===== config.mk =====
export PLATFORM = sky130hd
export DESIGN_NAME = slot_pool_with_ordered_active_list
export DESIGN_NICKNAME = d
export VERILOG_FILES = /design/src/rtl/spool_pkg.sv /design/src/rtl/spool_datapath.sv /design/src/rtl/spool_ctrl.sv /design/src/rtl/slot_pool_with_ordered_active_list.sv
export SDC_FILE = /design/constraint.sdc
export NUM_CORES = 2
export LEC_CHECK = 0
export BUFFER_PORTS_ARGS = -buffer_cell sky130_fd_sc_hd__buf_2
export CORE_MARGIN = 2
export CORE_UTILIZATION = 50
export CTS_BUF_LIST = sky130_fd_sc_hd__clkbuf_4
export CTS_CLUSTER_DIAMETER = 60
export DETAILED_ROUTE_END_ITERATION = 6
export GPL_TIMING_DRIVEN = 0
export HOLD_SLACK_MARGIN = 0.1
export PLACE_DENSITY_LB_ADDON = 0.08
export SYNTH_ARGS = -nofsm -noshare
export SYNTH_HDL_FRONTEND = slang
export SYNTH_SLANG_ARGS = --single-unit

===== constraint.sdc =====
create_clock -name aclk -period 4.55 [get_ports aclk]
set_input_delay 0.455 -clock aclk [delete_from_list [all_inputs] [get_ports aclk]]
set_output_delay 0.455 -clock aclk [all_outputs]
set_load 0.01 [all_outputs]

===== src/rtl/spool_pkg.sv =====
// Shared types and codes for the slot pool with ordered active list.
// No dependencies; imported by the datapath, controller and top level.
`default_nettype none
package spool_pkg;
    localparam int DefNumSlots = 32;

    localparam logic [2:0] MODE_ALLOC = 3'd0;
    localparam logic [2:0] MODE_FREE  = 3'd1;
    localparam logic [2:0] MODE_CLEAR = 3'd2;
    localparam logic [2:0] MODE_MOVE  = 3'd3;
    localparam logic [2:0] MODE_FIND  = 3'd4;

    localparam logic [1:0] ST_OK       = 2'd0;
    localparam logic [1:0] ST_FULL     = 2'd1;
    localparam logic [1:0] ST_INACTIVE = 2'd2;
    localparam logic [1:0] ST_NOTFOUND = 2'd3;

    // Datapath operation codes issued by the controller.
    localparam logic [3:0] OP_NONE      = 4'd0;
    localparam logic [3:0] OP_LOAD      = 4'd1;  // capture request
    localparam logic [3:0] OP_RD_SLOT   = 4'd2;  // read links of request slot
    localparam logic [3:0] OP_RD_FREE   = 4'd3;  // read links of free head
    localparam logic [3:0] OP_ALLOC     = 4'd4;  // append free head to tail
    localparam logic [3:0] OP_UNLINK    = 4'd5;  // patch neighbor next / head
    localparam logic [3:0] OP_UNLINK2   = 4'd6;  // patch neighbor prev / tail
    localparam logic [3:0] OP_RELEASE   = 4'd7;  // push cursor slot on free list
    localparam logic [3:0] OP_HEAD_FIX  = 4'd8;  // prev of old head := slot
    localparam logic [3:0] OP_MOVE_SET  = 4'd9;  // slot becomes head
    localparam logic [3:0] OP_CUR_HEAD  = 4'd10; // cursor := active head
    localparam logic [3:0] OP_RD_CUR    = 4'd11; // read links and id of cursor
    localparam logic [3:0] OP_ADVANCE   = 4'd12; // cursor := next of cursor

    typedef struct packed {
        logic [3:0] op;
        logic [1:0] status;
        logic       set_status;
        logic       out_load;
    } spool_cmd_t;

    typedef struct packed {
        logic [2:0] mode;
        logic       slot_ok;     // request slot exists and is active
        logic       free_avail;
        logic       has_prev;    // request slot has a predecessor
        logic       cur_valid;   // cursor points at a slot
        logic       id_match;
        logic       steps_done;
    } spool_stat_t;
endpackage
`default_nettype wire


===== src/rtl/spool_datapath.sv =====
// Datapath: link memories, list pointers, id memory and result register.
// Depends on spool_pkg; driven by spool_ctrl commands.
`default_nettype none
module spool_datapath
    import spool_pkg::*;
#(
    parameter int NUM_SLOTS = DefNumSlots,
    localparam int LW = $clog2(NUM_SLOTS + 1),
    localparam int IW = $clog2(NUM_SLOTS)
) (
    input  wire logic        aclk,
    input  wire logic        aresetn,
    input  wire spool_cmd_t  cmd,
    output spool_stat_t      stat,
    input  wire logic [2:0]  in_mode,
    input  wire logic [4:0]  in_slot,
    input  wire logic [31:0] in_search_id,
    output logic [4:0]       res_slot,
    output logic [1:0]       res_status,
    output logic [31:0]      res_id,
    output logic [5:0]       res_count
);
    localparam logic [LW-1:0] NIL = LW'(NUM_SLOTS);

    logic [LW-1:0] next_mem [NUM_SLOTS];
    logic [LW-1:0] prev_mem [NUM_SLOTS];
    logic [NUM_SLOTS-1:0] act_reg;
    logic [NUM_SLOTS-1:0] nvalid_reg; // next_mem entry written since reset
    logic [NUM_SLOTS-1:0] pvalid_reg;
    logic [31:0] id_mem [NUM_SLOTS];

    logic [LW-1:0] free_head_reg, act_head_reg, act_tail_reg, cur_reg;
    logic [LW-1:0] rd_next_reg, rd_prev_reg;
    logic [31:0]   rd_id_reg, seq_reg, sid_reg;
    logic [2:0]    mode_reg;
    logic [LW-1:0] slot_reg;
    logic [LW:0]   count_reg;
    logic [LW:0]   steps_reg;
    logic [1:0]    status_reg;
    logic [4:0]    res_slot_reg;
    logic [31:0]   res_id_reg;
    logic [1:0]    res_status_reg;
    logic [5:0]    res_count_reg;

    logic [LW-1:0] raddr;
    logic [IW-1:0] ri, ci, si, fi;
    logic          wr_n, wr_p;
    logic [IW-1:0] wa_n, wa_p;
    logic [LW-1:0] wd_n, wd_p;
    logic [NUM_SLOTS-1:0] act_set, act_clr;

    function automatic logic is_s(input logic [LW-1:0] v);
        return v < NIL;
    endfunction

    assign ci = cur_reg[IW-1:0];
    assign si = slot_reg[IW-1:0];
    assign fi = free_head_reg[IW-1:0];

    always_comb begin
        case (cmd.op)
            OP_RD_SLOT: raddr = slot_reg;
            OP_RD_FREE: raddr = free_head_reg;
            default:    raddr = cur_reg;
        endcase
    end
    assign ri = raddr[IW-1:0];

    // Link memory write ports: at most one next and one prev write; OP_ALLOC also writes the new slot's own links.
    always_comb begin
        wr_n = 1'b0; wa_n = '0; wd_n = NIL;
        wr_p = 1'b0; wa_p = '0; wd_p = NIL;
        case (cmd.op)
            OP_ALLOC: begin
                if (is_s(rd_next_reg)) begin
                    wr_p = 1'b1; wa_p = rd_next_reg[IW-1:0]; wd_p = NIL;
                end
                if (is_s(act_tail_reg)) begin
                    wr_n = 1'b1; wa_n = act_tail_reg[IW-1:0]; wd_n = free_head_reg;
                end
            end
            OP_UNLINK: begin
                if (is_s(rd_prev_reg)) begin
                    wr_n = 1'b1; wa_n = rd_prev_reg[IW-1:0]; wd_n = rd_next_reg;
                end
            end
            OP_UNLINK2: begin
                if (is_s(rd_next_reg)) begin
                    wr_p = 1'b1; wa_p = rd_next_reg[IW-1:0]; wd_p = rd_prev_reg;
                end
            end
            OP_RELEASE: begin
                wr_n = 1'b1; wa_n = ci; wd_n = free_head_reg;
                wr_p = 1'b1; wa_p = ci; wd_p = NIL;
            end
            OP_HEAD_FIX: begin
                if (is_s(act_head_reg)) begin
                    wr_p = 1'b1; wa_p = act_head_reg[IW-1:0]; wd_p = slot_reg;
                end
            end
            OP_MOVE_SET: begin
                wr_n = 1'b1; wa_n = si; wd_n = act_head_reg;
                wr_p = 1'b1; wa_p = si; wd_p = NIL;
            end
            default: ;
        endcase
    end

    always_ff @(posedge aclk) begin
        if (wr_n) next_mem[wa_n] <= wd_n;
        if (wr_p) prev_mem[wa_p] <= wd_p;
        if (cmd.op == OP_ALLOC) begin
            id_mem[fi] <= seq_reg;
            prev_mem[fi] <= act_tail_reg;
            // new tail ends the active list
            next_mem[fi] <= NIL;
        end
        rd_id_reg <= id_mem[ri];
    end

    // Reset image of links: next = i+1 (nil for last), prev = nil.
    always_ff @(posedge aclk) begin
        if (cmd.op == OP_RD_SLOT || cmd.op == OP_RD_FREE || cmd.op == OP_RD_CUR) begin
            rd_next_reg <= nvalid_reg[ri] ? next_mem[ri] : LW'(raddr + LW'(1));
            rd_prev_reg <= pvalid_reg[ri] ? prev_mem[ri] : NIL;
        end
    end

    always_comb begin
        act_set = '0;
        act_clr = '0;
        if (cmd.op == OP_ALLOC) act_set[fi] = 1'b1;
        if (cmd.op == OP_RELEASE) act_clr[ci] = 1'b1;
    end

    always_ff @(posedge aclk) begin
        if (!aresetn) begin
            act_reg       <= '0;
            nvalid_reg    <= '0;
            pvalid_reg    <= '0;
            free_head_reg <= '0;
            act_head_reg  <= NIL;
            act_tail_reg  <= NIL;
            count_reg     <= '0;
            seq_reg       <= '0;
            status_reg    <= ST_OK;
            cur_reg       <= NIL;
            steps_reg     <= '0;
            mode_reg      <= MODE_ALLOC;
            slot_reg      <= '0;
        end else begin
            act_reg <= (act_reg | act_set) & ~act_clr;
            if (wr_n) nvalid_reg[wa_n] <= 1'b1;
            if (wr_p) pvalid_reg[wa_p] <= 1'b1;
            if (cmd.op == OP_ALLOC) begin
                nvalid_reg[fi] <= 1'b1;
                pvalid_reg[fi] <= 1'b1;
            end
            if (cmd.set_status) status_reg <= cmd.status;
            case (cmd.op)
                OP_LOAD: begin
                    mode_reg  <= in_mode;
                    slot_reg  <= LW'(in_slot);
                    cur_reg   <= LW'(in_slot);
                    steps_reg <= '0;
                end
                OP_ALLOC: begin
                    free_head_reg <= rd_next_reg;
                    if (!is_s(act_tail_reg)) act_head_reg <= free_head_reg;
                    act_tail_reg <= free_head_reg;
                    cur_reg      <= free_head_reg;
                    seq_reg      <= seq_reg + 32'd1;
                    count_reg    <= count_reg + 1'b1;
                end
                OP_UNLINK: if (!is_s(rd_prev_reg)) act_head_reg <= rd_next_reg;
                OP_UNLINK2: if (!is_s(rd_next_reg)) act_tail_reg <= rd_prev_reg;
                OP_RELEASE: begin
                    free_head_reg <= cur_reg;
                    if (count_reg != '0) count_reg <= count_reg - 1'b1;
                end
                OP_MOVE_SET: begin
                    act_head_reg <= slot_reg;
                    if (!is_s(act_tail_reg)) act_tail_reg <= slot_reg;
                end
                OP_CUR_HEAD: cur_reg <= act_head_reg;
                OP_ADVANCE: begin
                    cur_reg   <= rd_next_reg;
                    steps_reg <= steps_reg + 1'b1;
                end
                default: ;
            endcase
        end
    end

    always_ff @(posedge aclk) begin
        if (cmd.op == OP_LOAD) sid_reg <= in_search_id;
    end

    // Result register: slot and id are zeroed unless status is ok.
    always_ff @(posedge aclk) begin
        if (cmd.out_load) begin
            res_slot_reg   <= '0;
            res_id_reg     <= '0;
            res_status_reg <= status_reg;
            res_count_reg  <= 6'(count_reg);
            if (status_reg == ST_OK) begin
                case (mode_reg)
                    MODE_ALLOC: begin
                        res_slot_reg <= 5'(cur_reg);
                        res_id_reg   <= seq_reg - 32'd1;
                    end
                    MODE_FREE, MODE_MOVE: res_slot_reg <= 5'(slot_reg);
                    MODE_FIND: begin
                        res_slot_reg <= 5'(cur_reg);
                        res_id_reg   <= rd_id_reg;
                    end
                    default: ;
                endcase
            end
        end
    end

    assign stat.mode       = mode_reg;
    assign stat.slot_ok    = is_s(slot_reg) && act_reg[si];
    assign stat.free_avail = is_s(free_head_reg);
    assign stat.has_prev   = is_s(rd_prev_reg);
    assign stat.cur_valid  = is_s(cur_reg);
    assign stat.id_match   = rd_id_reg == sid_reg;
    assign stat.steps_done = steps_reg >= (LW+1)'(NUM_SLOTS);

    assign res_slot   = res_slot_reg;
    assign res_status = res_status_reg;
    assign res_id     = res_id_reg;
    assign res_count  = res_count_reg;
endmodule
`default_nettype wire


===== src/rtl/spool_ctrl.sv =====
// Controller: sequences memory accesses per request and handles the handshake.
// Depends on spool_pkg; commands spool_datapath.
`default_nettype none
module spool_ctrl
    import spool_pkg::*;
(
    input  wire logic        aclk,
    input  wire logic        aresetn,
    input  wire logic        in_valid,
    output logic             in_ready,
    output logic             out_valid,
    input  wire logic        out_ready,
    input  wire spool_stat_t stat,
    output spool_cmd_t       cmd
);
    localparam logic [3:0] S_IDLE   = 4'd0;
    localparam logic [3:0] S_DISP   = 4'd1;
    localparam logic [3:0] S_AL_RD  = 4'd2;
    localparam logic [3:0] S_AL_WR  = 4'd3;
    localparam logic [3:0] S_UN_RD  = 4'd4;
    localparam logic [3:0] S_UN_1   = 4'd5;
    localparam logic [3:0] S_UN_2   = 4'd6;
    localparam logic [3:0] S_FR     = 4'd7;
    localparam logic [3:0] S_MV_1   = 4'd8;
    localparam logic [3:0] S_MV_2   = 4'd9;
    localparam logic [3:0] S_WALK   = 4'd10;
    localparam logic [3:0] S_WRD    = 4'd11;
    localparam logic [3:0] S_WCHK   = 4'd12;
    localparam logic [3:0] S_DONE   = 4'd13;

    logic [3:0] state_reg, state_next;
    logic       out_valid_reg, out_valid_next;

    always_comb begin
        state_next     = state_reg;
        out_valid_next = out_valid_reg;
        cmd            = '{op: OP_NONE, status: ST_OK, set_status: 1'b0, out_load: 1'b0};
        if (out_valid_reg && out_ready) out_valid_next = 1'b0;
        case (state_reg)
            S_IDLE: if (in_valid) begin
                cmd.op = OP_LOAD; cmd.set_status = 1'b1; cmd.status = ST_OK;
                state_next = S_DISP;
            end
            S_DISP: begin
                case (stat.mode)
                    MODE_ALLOC: if (stat.free_avail) begin
                        cmd.op = OP_RD_FREE; state_next = S_AL_RD;
                    end else begin
                        cmd.set_status = 1'b1; cmd.status = ST_FULL; state_next = S_DONE;
                    end
                    MODE_FREE, MODE_MOVE: if (stat.slot_ok) begin
                        cmd.op = OP_RD_SLOT; state_next = S_UN_RD;
                    end else begin
                        cmd.set_status = 1'b1; cmd.status = ST_INACTIVE;
                        state_next = S_DONE;
                    end
                    MODE_CLEAR: begin
                        cmd.op = OP_CUR_HEAD; state_next = S_WALK;
                    end
                    MODE_FIND: begin
                        cmd.op = OP_CUR_HEAD; cmd.set_status = 1'b1;
                        cmd.status = ST_NOTFOUND; state_next = S_WALK;
                    end
                    default: state_next = S_DONE;
                endcase
            end
            S_AL_RD: begin cmd.op = OP_ALLOC; state_next = S_DONE; end
            S_UN_RD: begin
                // move of the head slot changes nothing
                if (stat.mode == MODE_MOVE && !stat.has_prev) state_next = S_DONE;
                else state_next = S_UN_1;
            end
            S_UN_1: begin cmd.op = OP_UNLINK; state_next = S_UN_2; end
            S_UN_2: begin
                cmd.op = OP_UNLINK2;
                state_next = (stat.mode == MODE_MOVE) ? S_MV_1 : S_FR;
            end
            S_FR: begin
                cmd.op = OP_RELEASE;
                state_next = (stat.mode == MODE_CLEAR) ? S_WCHK : S_DONE;
            end
            S_MV_1: begin cmd.op = OP_HEAD_FIX; state_next = S_MV_2; end
            S_MV_2: begin cmd.op = OP_MOVE_SET; state_next = S_DONE; end
            S_WALK: begin
                if (!stat.cur_valid || stat.steps_done) state_next = S_DONE;
                else begin cmd.op = OP_RD_CUR; state_next = S_WRD; end
            end
            S_WRD: begin
                if (stat.mode == MODE_CLEAR) state_next = S_UN_1;
                else if (stat.id_match) begin
                    cmd.set_status = 1'b1; cmd.status = ST_OK; state_next = S_DONE;
                end else begin
                    cmd.op = OP_ADVANCE; state_next = S_WALK;
                end
            end
            // release left cursor links in rd_next_reg: advance along them
            S_WCHK: begin cmd.op = OP_ADVANCE; state_next = S_WALK; end
            // hold until the previous result has left the output register
            S_DONE: if (!out_valid_reg || out_ready) begin
                cmd.out_load = 1'b1; out_valid_next = 1'b1; state_next = S_IDLE;
            end
            default: state_next = S_IDLE;
        endcase
    end

    always_ff @(posedge aclk) begin
        if (!aresetn) begin
            state_reg     <= S_IDLE;
            out_valid_reg <= 1'b0;
        end else begin
            state_reg     <= state_next;
            out_valid_reg <= out_valid_next;
        end
    end

    assign in_ready  = state_reg == S_IDLE;
    assign out_valid = out_valid_reg;
endmodule
`default_nettype wire


===== src/rtl/slot_pool_with_ordered_active_list.sv =====
// Top level of the slot pool: stream ports around controller and datapath.
// Depends on spool_pkg, spool_ctrl and spool_datapath.
`default_nettype none
// Handles one request at a time. Allocate reads the free head, then appends
// it to the tail; free reads the slot, unlinks it and releases it; move
// unlinks the slot, fixes the old head and makes it head (the head slot is
// left as is); full pool, inactive slot or unused mode skip to the result;
// find and free all walk from the head. Each step is one access to the link
// memories. Result is registered, so the next request is taken while the
// previous result waits; it then holds before its own result until the
// waiting one is taken. No clearing pass after reset.
module slot_pool_with_ordered_active_list
    import spool_pkg::*;
#(
    parameter int NUM_SLOTS = DefNumSlots
) (
    input  wire logic        aclk,
    input  wire logic        aresetn,
    input  wire logic        s_tvalid,
    output logic             s_tready,
    input  wire logic [39:0] s_tdata,  // mode[2:0], slot[7:3], search_id[39:8]
    output logic             m_tvalid,
    input  wire logic        m_tready,
    output logic [47:0]      m_tdata   // result_slot[4:0], status[6:5],
                                       // assigned_id[38:7], live_count[44:39]
);
    spool_cmd_t  cmd;
    spool_stat_t stat;
    logic [4:0]  res_slot;
    logic [1:0]  res_status;
    logic [31:0] res_id;
    logic [5:0]  res_count;

    spool_ctrl u_ctrl (
        .aclk(aclk), .aresetn(aresetn),
        .in_valid(s_tvalid), .in_ready(s_tready),
        .out_valid(m_tvalid), .out_ready(m_tready),
        .stat(stat), .cmd(cmd)
    );

    spool_datapath #(.NUM_SLOTS(NUM_SLOTS)) u_dp (
        .aclk(aclk), .aresetn(aresetn), .cmd(cmd), .stat(stat),
        .in_mode(s_tdata[2:0]), .in_slot(s_tdata[7:3]),
        .in_search_id(s_tdata[39:8]),
        .res_slot(res_slot), .res_status(res_status),
        .res_id(res_id), .res_count(res_count)
    );

    assign m_tdata = {3'b000, res_count, res_id, res_status, res_slot};
endmodule
`default_nettype wire

==> results.tsv <==
stage	metric	value	unit
status	status	complete, but fails checks	
status	violations	DRC, capacitance limit, slew limit, setup timing	
detailed_routing	wl	282000	um
cells_and_area	multi_input_area	24200	um2
synth	syn_area	72000	um2
sta	final.min_clock_period	4.98	ns
clocking	clockBufferDepth	4	
synth	synth_area_leaders	edfxtp_1 (54%), dfxtp_1 (11%), nand2_1 (7.2%)	
detailed_routing	wl_per_cell	30.3	um
place	gp_congestion	1.01	
clocking	worstSkewPairLatency	1.45	ns
sta	fin_ws	-0.432	ns
hold_path	min_from	s_tvalid	
cells_and_area	layout-drive-gt1-share	0.203	
setup_path	critPathKind	flip-flop to flip-flop	
detailed_routing	antenna_left	0	
synth	synth-edff-count	1305	
synth	synth.largest_area_cell	edfxtp_1	
floorplan	start_util	0.503	
sta	setup_viol	39	
setup_path	slowest_delay	0.61	ns
flow_run	drv_cap	1	
setup_path	critical_path_required	5.47	ns
synth	ys_seq_area_frac	0.657	
floorplan	rows	139	
clocking	cts_tree	yes	
place	io_buffers	89	
pwr	leakagePower	32.7	nW
setup_path	r2r-start	u_dp.sid_reg[16]	
cells_and_area	regArea	47300	um2
detailed_routing	dr.pass1.iters	7	
sta	worst_slew_pin_slew	1.59	ns
clocking	cts.htree.levels	5	
setup_path	reg2reg_slack	-0.43	ns
floorplan	dieArea	147000	um2
global_routing	grt_max_degree	42	
synth	yosysUniqueCellTypes	85	
synth	async_flop_share	0	
global_routing	grt_pass1_vias	54900	
sta	fin_crit_sh	1.10	
synth	synth_top_area_share	0.544	
floorplan	die_w	384	um
clocking	path_clk_slew	0.07	ns
detailed_routing	via_count	57500	
setup_path	path_max_fanout	6	
global_routing	gr-total-overflow	0	
synth	synth_adder_area_share	0.00184	
cells_and_area	fill_cells	12100	
cells_and_area	largest_reg_flops	1024	
global_routing	antenna_found_initial	12	
global_routing	grt_usage	0.377	
synth	yosys_warnings	0	
sta	grt_setup_unrepaired	yes	
clocking	cts_inserted_buffers	453	
setup_path	rr_worst_depth	16	
cells_and_area	top_regs	u_dp.id_mem (1024), u_dp.next_mem (192), u_dp.prev_mem (192)	
detailed_routing	drt-initial-drc-count	7295	
sta	setup_tns	-2.81	ns
cells_and_area	final_nets	7131	
sta	finClkSkew	0.101	ns
cells_and_area	regMostFlops	u_dp.id_mem	
hold_path	hold_path_class	primary input to flip-flop	
sta	max_freq	201	MHz
synth	synth_top_family_by_area	simple AND/OR/NAND/NOR gates	
sta	hold_viol	0	
synth	synth_seq_cells	1710	
clocking	clock-root-buffer	clkbuf_4	
sta	slew_violations	9	
synth	synthFlopType	edfxtp_1	
place	placed_cell_area	75800	um2
setup_path	cp_data_arrival_time	5.90	ns
synth	syn_avg_cell_area	11.4	um2
pwr	powerDensity	670	nW/um2
cells_and_area	syn_to_final_growth	19.1	%
floorplan	core-area	143000	um2
detailed_routing	drc	2	
synth	syn_inst	6336	
setup_path	r2r_end	u_dp.rd_next_reg[4]	
floorplan	ioPinCount	94	
cells_and_area	final_area	85800	um2
setup_path	cp-start-kind	flip-flop	
global_routing	grt_first_pass_wirelength	392000	um
synth	synth-xor-area-share	0.0109	
setup_path	cp_cell_sequence	xnor2_2 -> nand4_1 -> nor4_4 -> nand2_4 -> a21o_4 -> or4b_4 -> nand2_8 -> buf_12 -> buf_12 -> buf_6 -> nand3_1 -> a211oi_1 -> a2111oi_4 -> buf_6 -> o211ai_1 -> nand4_1	
setup_path	cp_slowest_cell	or4b_4	
place	dp_hpwl	193000	um
floorplan	die_y	384	um
cells_and_area	final_util	0.599	
hold_path	min_to	u_ctrl.state_reg[0]	
hold_path	hold_depth	7	
pwr	ir_drop	0.345	mV
setup_path	cp-end-kind	flip-flop	
clocking	cts.sinks	1710	
synth	synthMuxAreaShare	0.0277	
synth	synth-compound-area-share	0.125	
sta	relSlewSlack	-0.0607	
detailed_routing	viasPerCell	6.18	
synth	synthSimpleGateAreaFrac	0.149	
sta	holdWs	0.318	ns
==> cells in the final DEF (no fill, tap or decap), types with 159 or more instances in the layout <==
| cell | synthesis | layout |
|---|---|---|
| dfxtp_1 | 405 | 385 |
| edfxtp_1 | 1305 | 1305 |
| nand3_1 | 414 | 413 |
| a21o_1 | 172 | 171 |
| clkbuf_4 | 0 | 745 |
| a211oi_1 | 171 | 168 |
| a21oi_1 | 231 | 230 |
| nor2_1 | 340 | 334 |
| clkbuf_1 | 344 | 159 |
| nand2_1 | 1391 | 1387 |
| mux2i_1 | 174 | 166 |
| o21ai_0 | 175 | 159 |
==> synth_stat cells (23+ instances only) <==
cell type and number:
nand2_1 1391, nor3_1 98, dfxtp_1 405, xnor2_1 76, edfxtp_1 1305, a21oi_1 231, o31a_1 35, buf_1 79
a31oi_1 79, a21boi_0 36, inv_1 29, o21a_1 37, and2_1 53, or3_1 23, and3_1 47, a311oi_1 26
clkbuf_1 344, nand3_1 414, nor2b_1 29, mux2i_1 174, o21ai_0 175, a211oi_1 171, a31o_2 32, nor2_1 340
a22oi_1 46, o22ai_1 124, buf_2 62, o221a_2 33, a21o_1 172
==> per-layer routing <==
metal,up-vias,wire length [um],global-route usage
li1,24900,-,-
met1,28100,107000,0.479
met2,3574,124000,0.568
met3,856,27300,0.0900
met4,6,22800,0.269
met5,-,83,0
==> through the flow <==
stage               instances  setup WS [ns]  total power (W)
detailed placement       8375          -3.03           0.0391
finish                   9308         -0.432           0.0574
global route             9299         -0.420           0.0592
CTS                      9246         -0.185           0.0546
floorplan                6338          0.812           0.0299
global placement         8330          -3.13           0.0389
==> cell type report <==
class	count	share of cell area
plain buffers	489	0.0372
clock buffers	696	0.0609
inverters	33	0.00155
well taps	1903	0.0278
clock inverters	69	0.00379
repair buffers	287	0.0342
multi-input cells	4103	0.282
diodes	18	0.000525
flip-flops and latches	1710	0.552
==> cells by family (layout without fill, tap and decap cells) <==
logic type / after synthesis / count (layout)
fa+ha+maj: 10 / 10
flops: 1710 / 1710
xor+xnor: 90 / 90
mux: 196 / 196
simple gates: 2492 / 2492
buf+inv: 525 / 1574
other cells: 1 / 21
compound gates: 1312 / 1312
==> worst max-delay path by stage <==
stage,start,endpoint,slack (ns),cells past startpoint
6_report,u_dp.sid_reg[16],u_dp.rd_next_reg[4],-0.43,16
4_1_cts,u_dp.sid_reg[31],u_dp.rd_next_reg[1],-0.19,15
5_1_grt,u_dp.sid_reg[0],u_dp.rd_next_reg[4],-0.42,14
2_1_floorplan,u_ctrl.state_reg[1],u_dp.rd_next_reg[4],0.81,16
3_5_place_dp,u_dp.rd_id_reg[26],u_dp.rd_next_reg[1],-3.03,14
3_3_place_gp,u_dp.sid_reg[31],u_dp.rd_id_reg[1],-3.13,14
==> power by group <==
group / internal [W] / switching, W / leakage (nW)
registers: 0.0175 / 0.000576 / 14.9
logic: 0.00884 / 0.0171 / 14.5
clock network: 0.00697 / 0.00644 / 3.35
total: 0.0333 / 0.0241 / 32.7
==> worst max-delay path, delay by kind of cell (launching register included) <==
family | cells | cell delay [ns]
buf+inv | 4 | 0.58
flops | 1 | 0.41
xor+xnor | 1 | 0.25
compound gates | 4 | 1.16
simple gates | 7 | 2.08
==> what timing repair did <==
item                                    CTS  global route
hold buffers                             93             0
setup buffers                            16            39
hold endpoints to repair                172             0
gates resized for setup                 544           311
cloned                                    0             4
endpoints found under the setup margin  135           254
pin swaps                                30            60
Note: power is estimated with default switching activity, not from simulation.
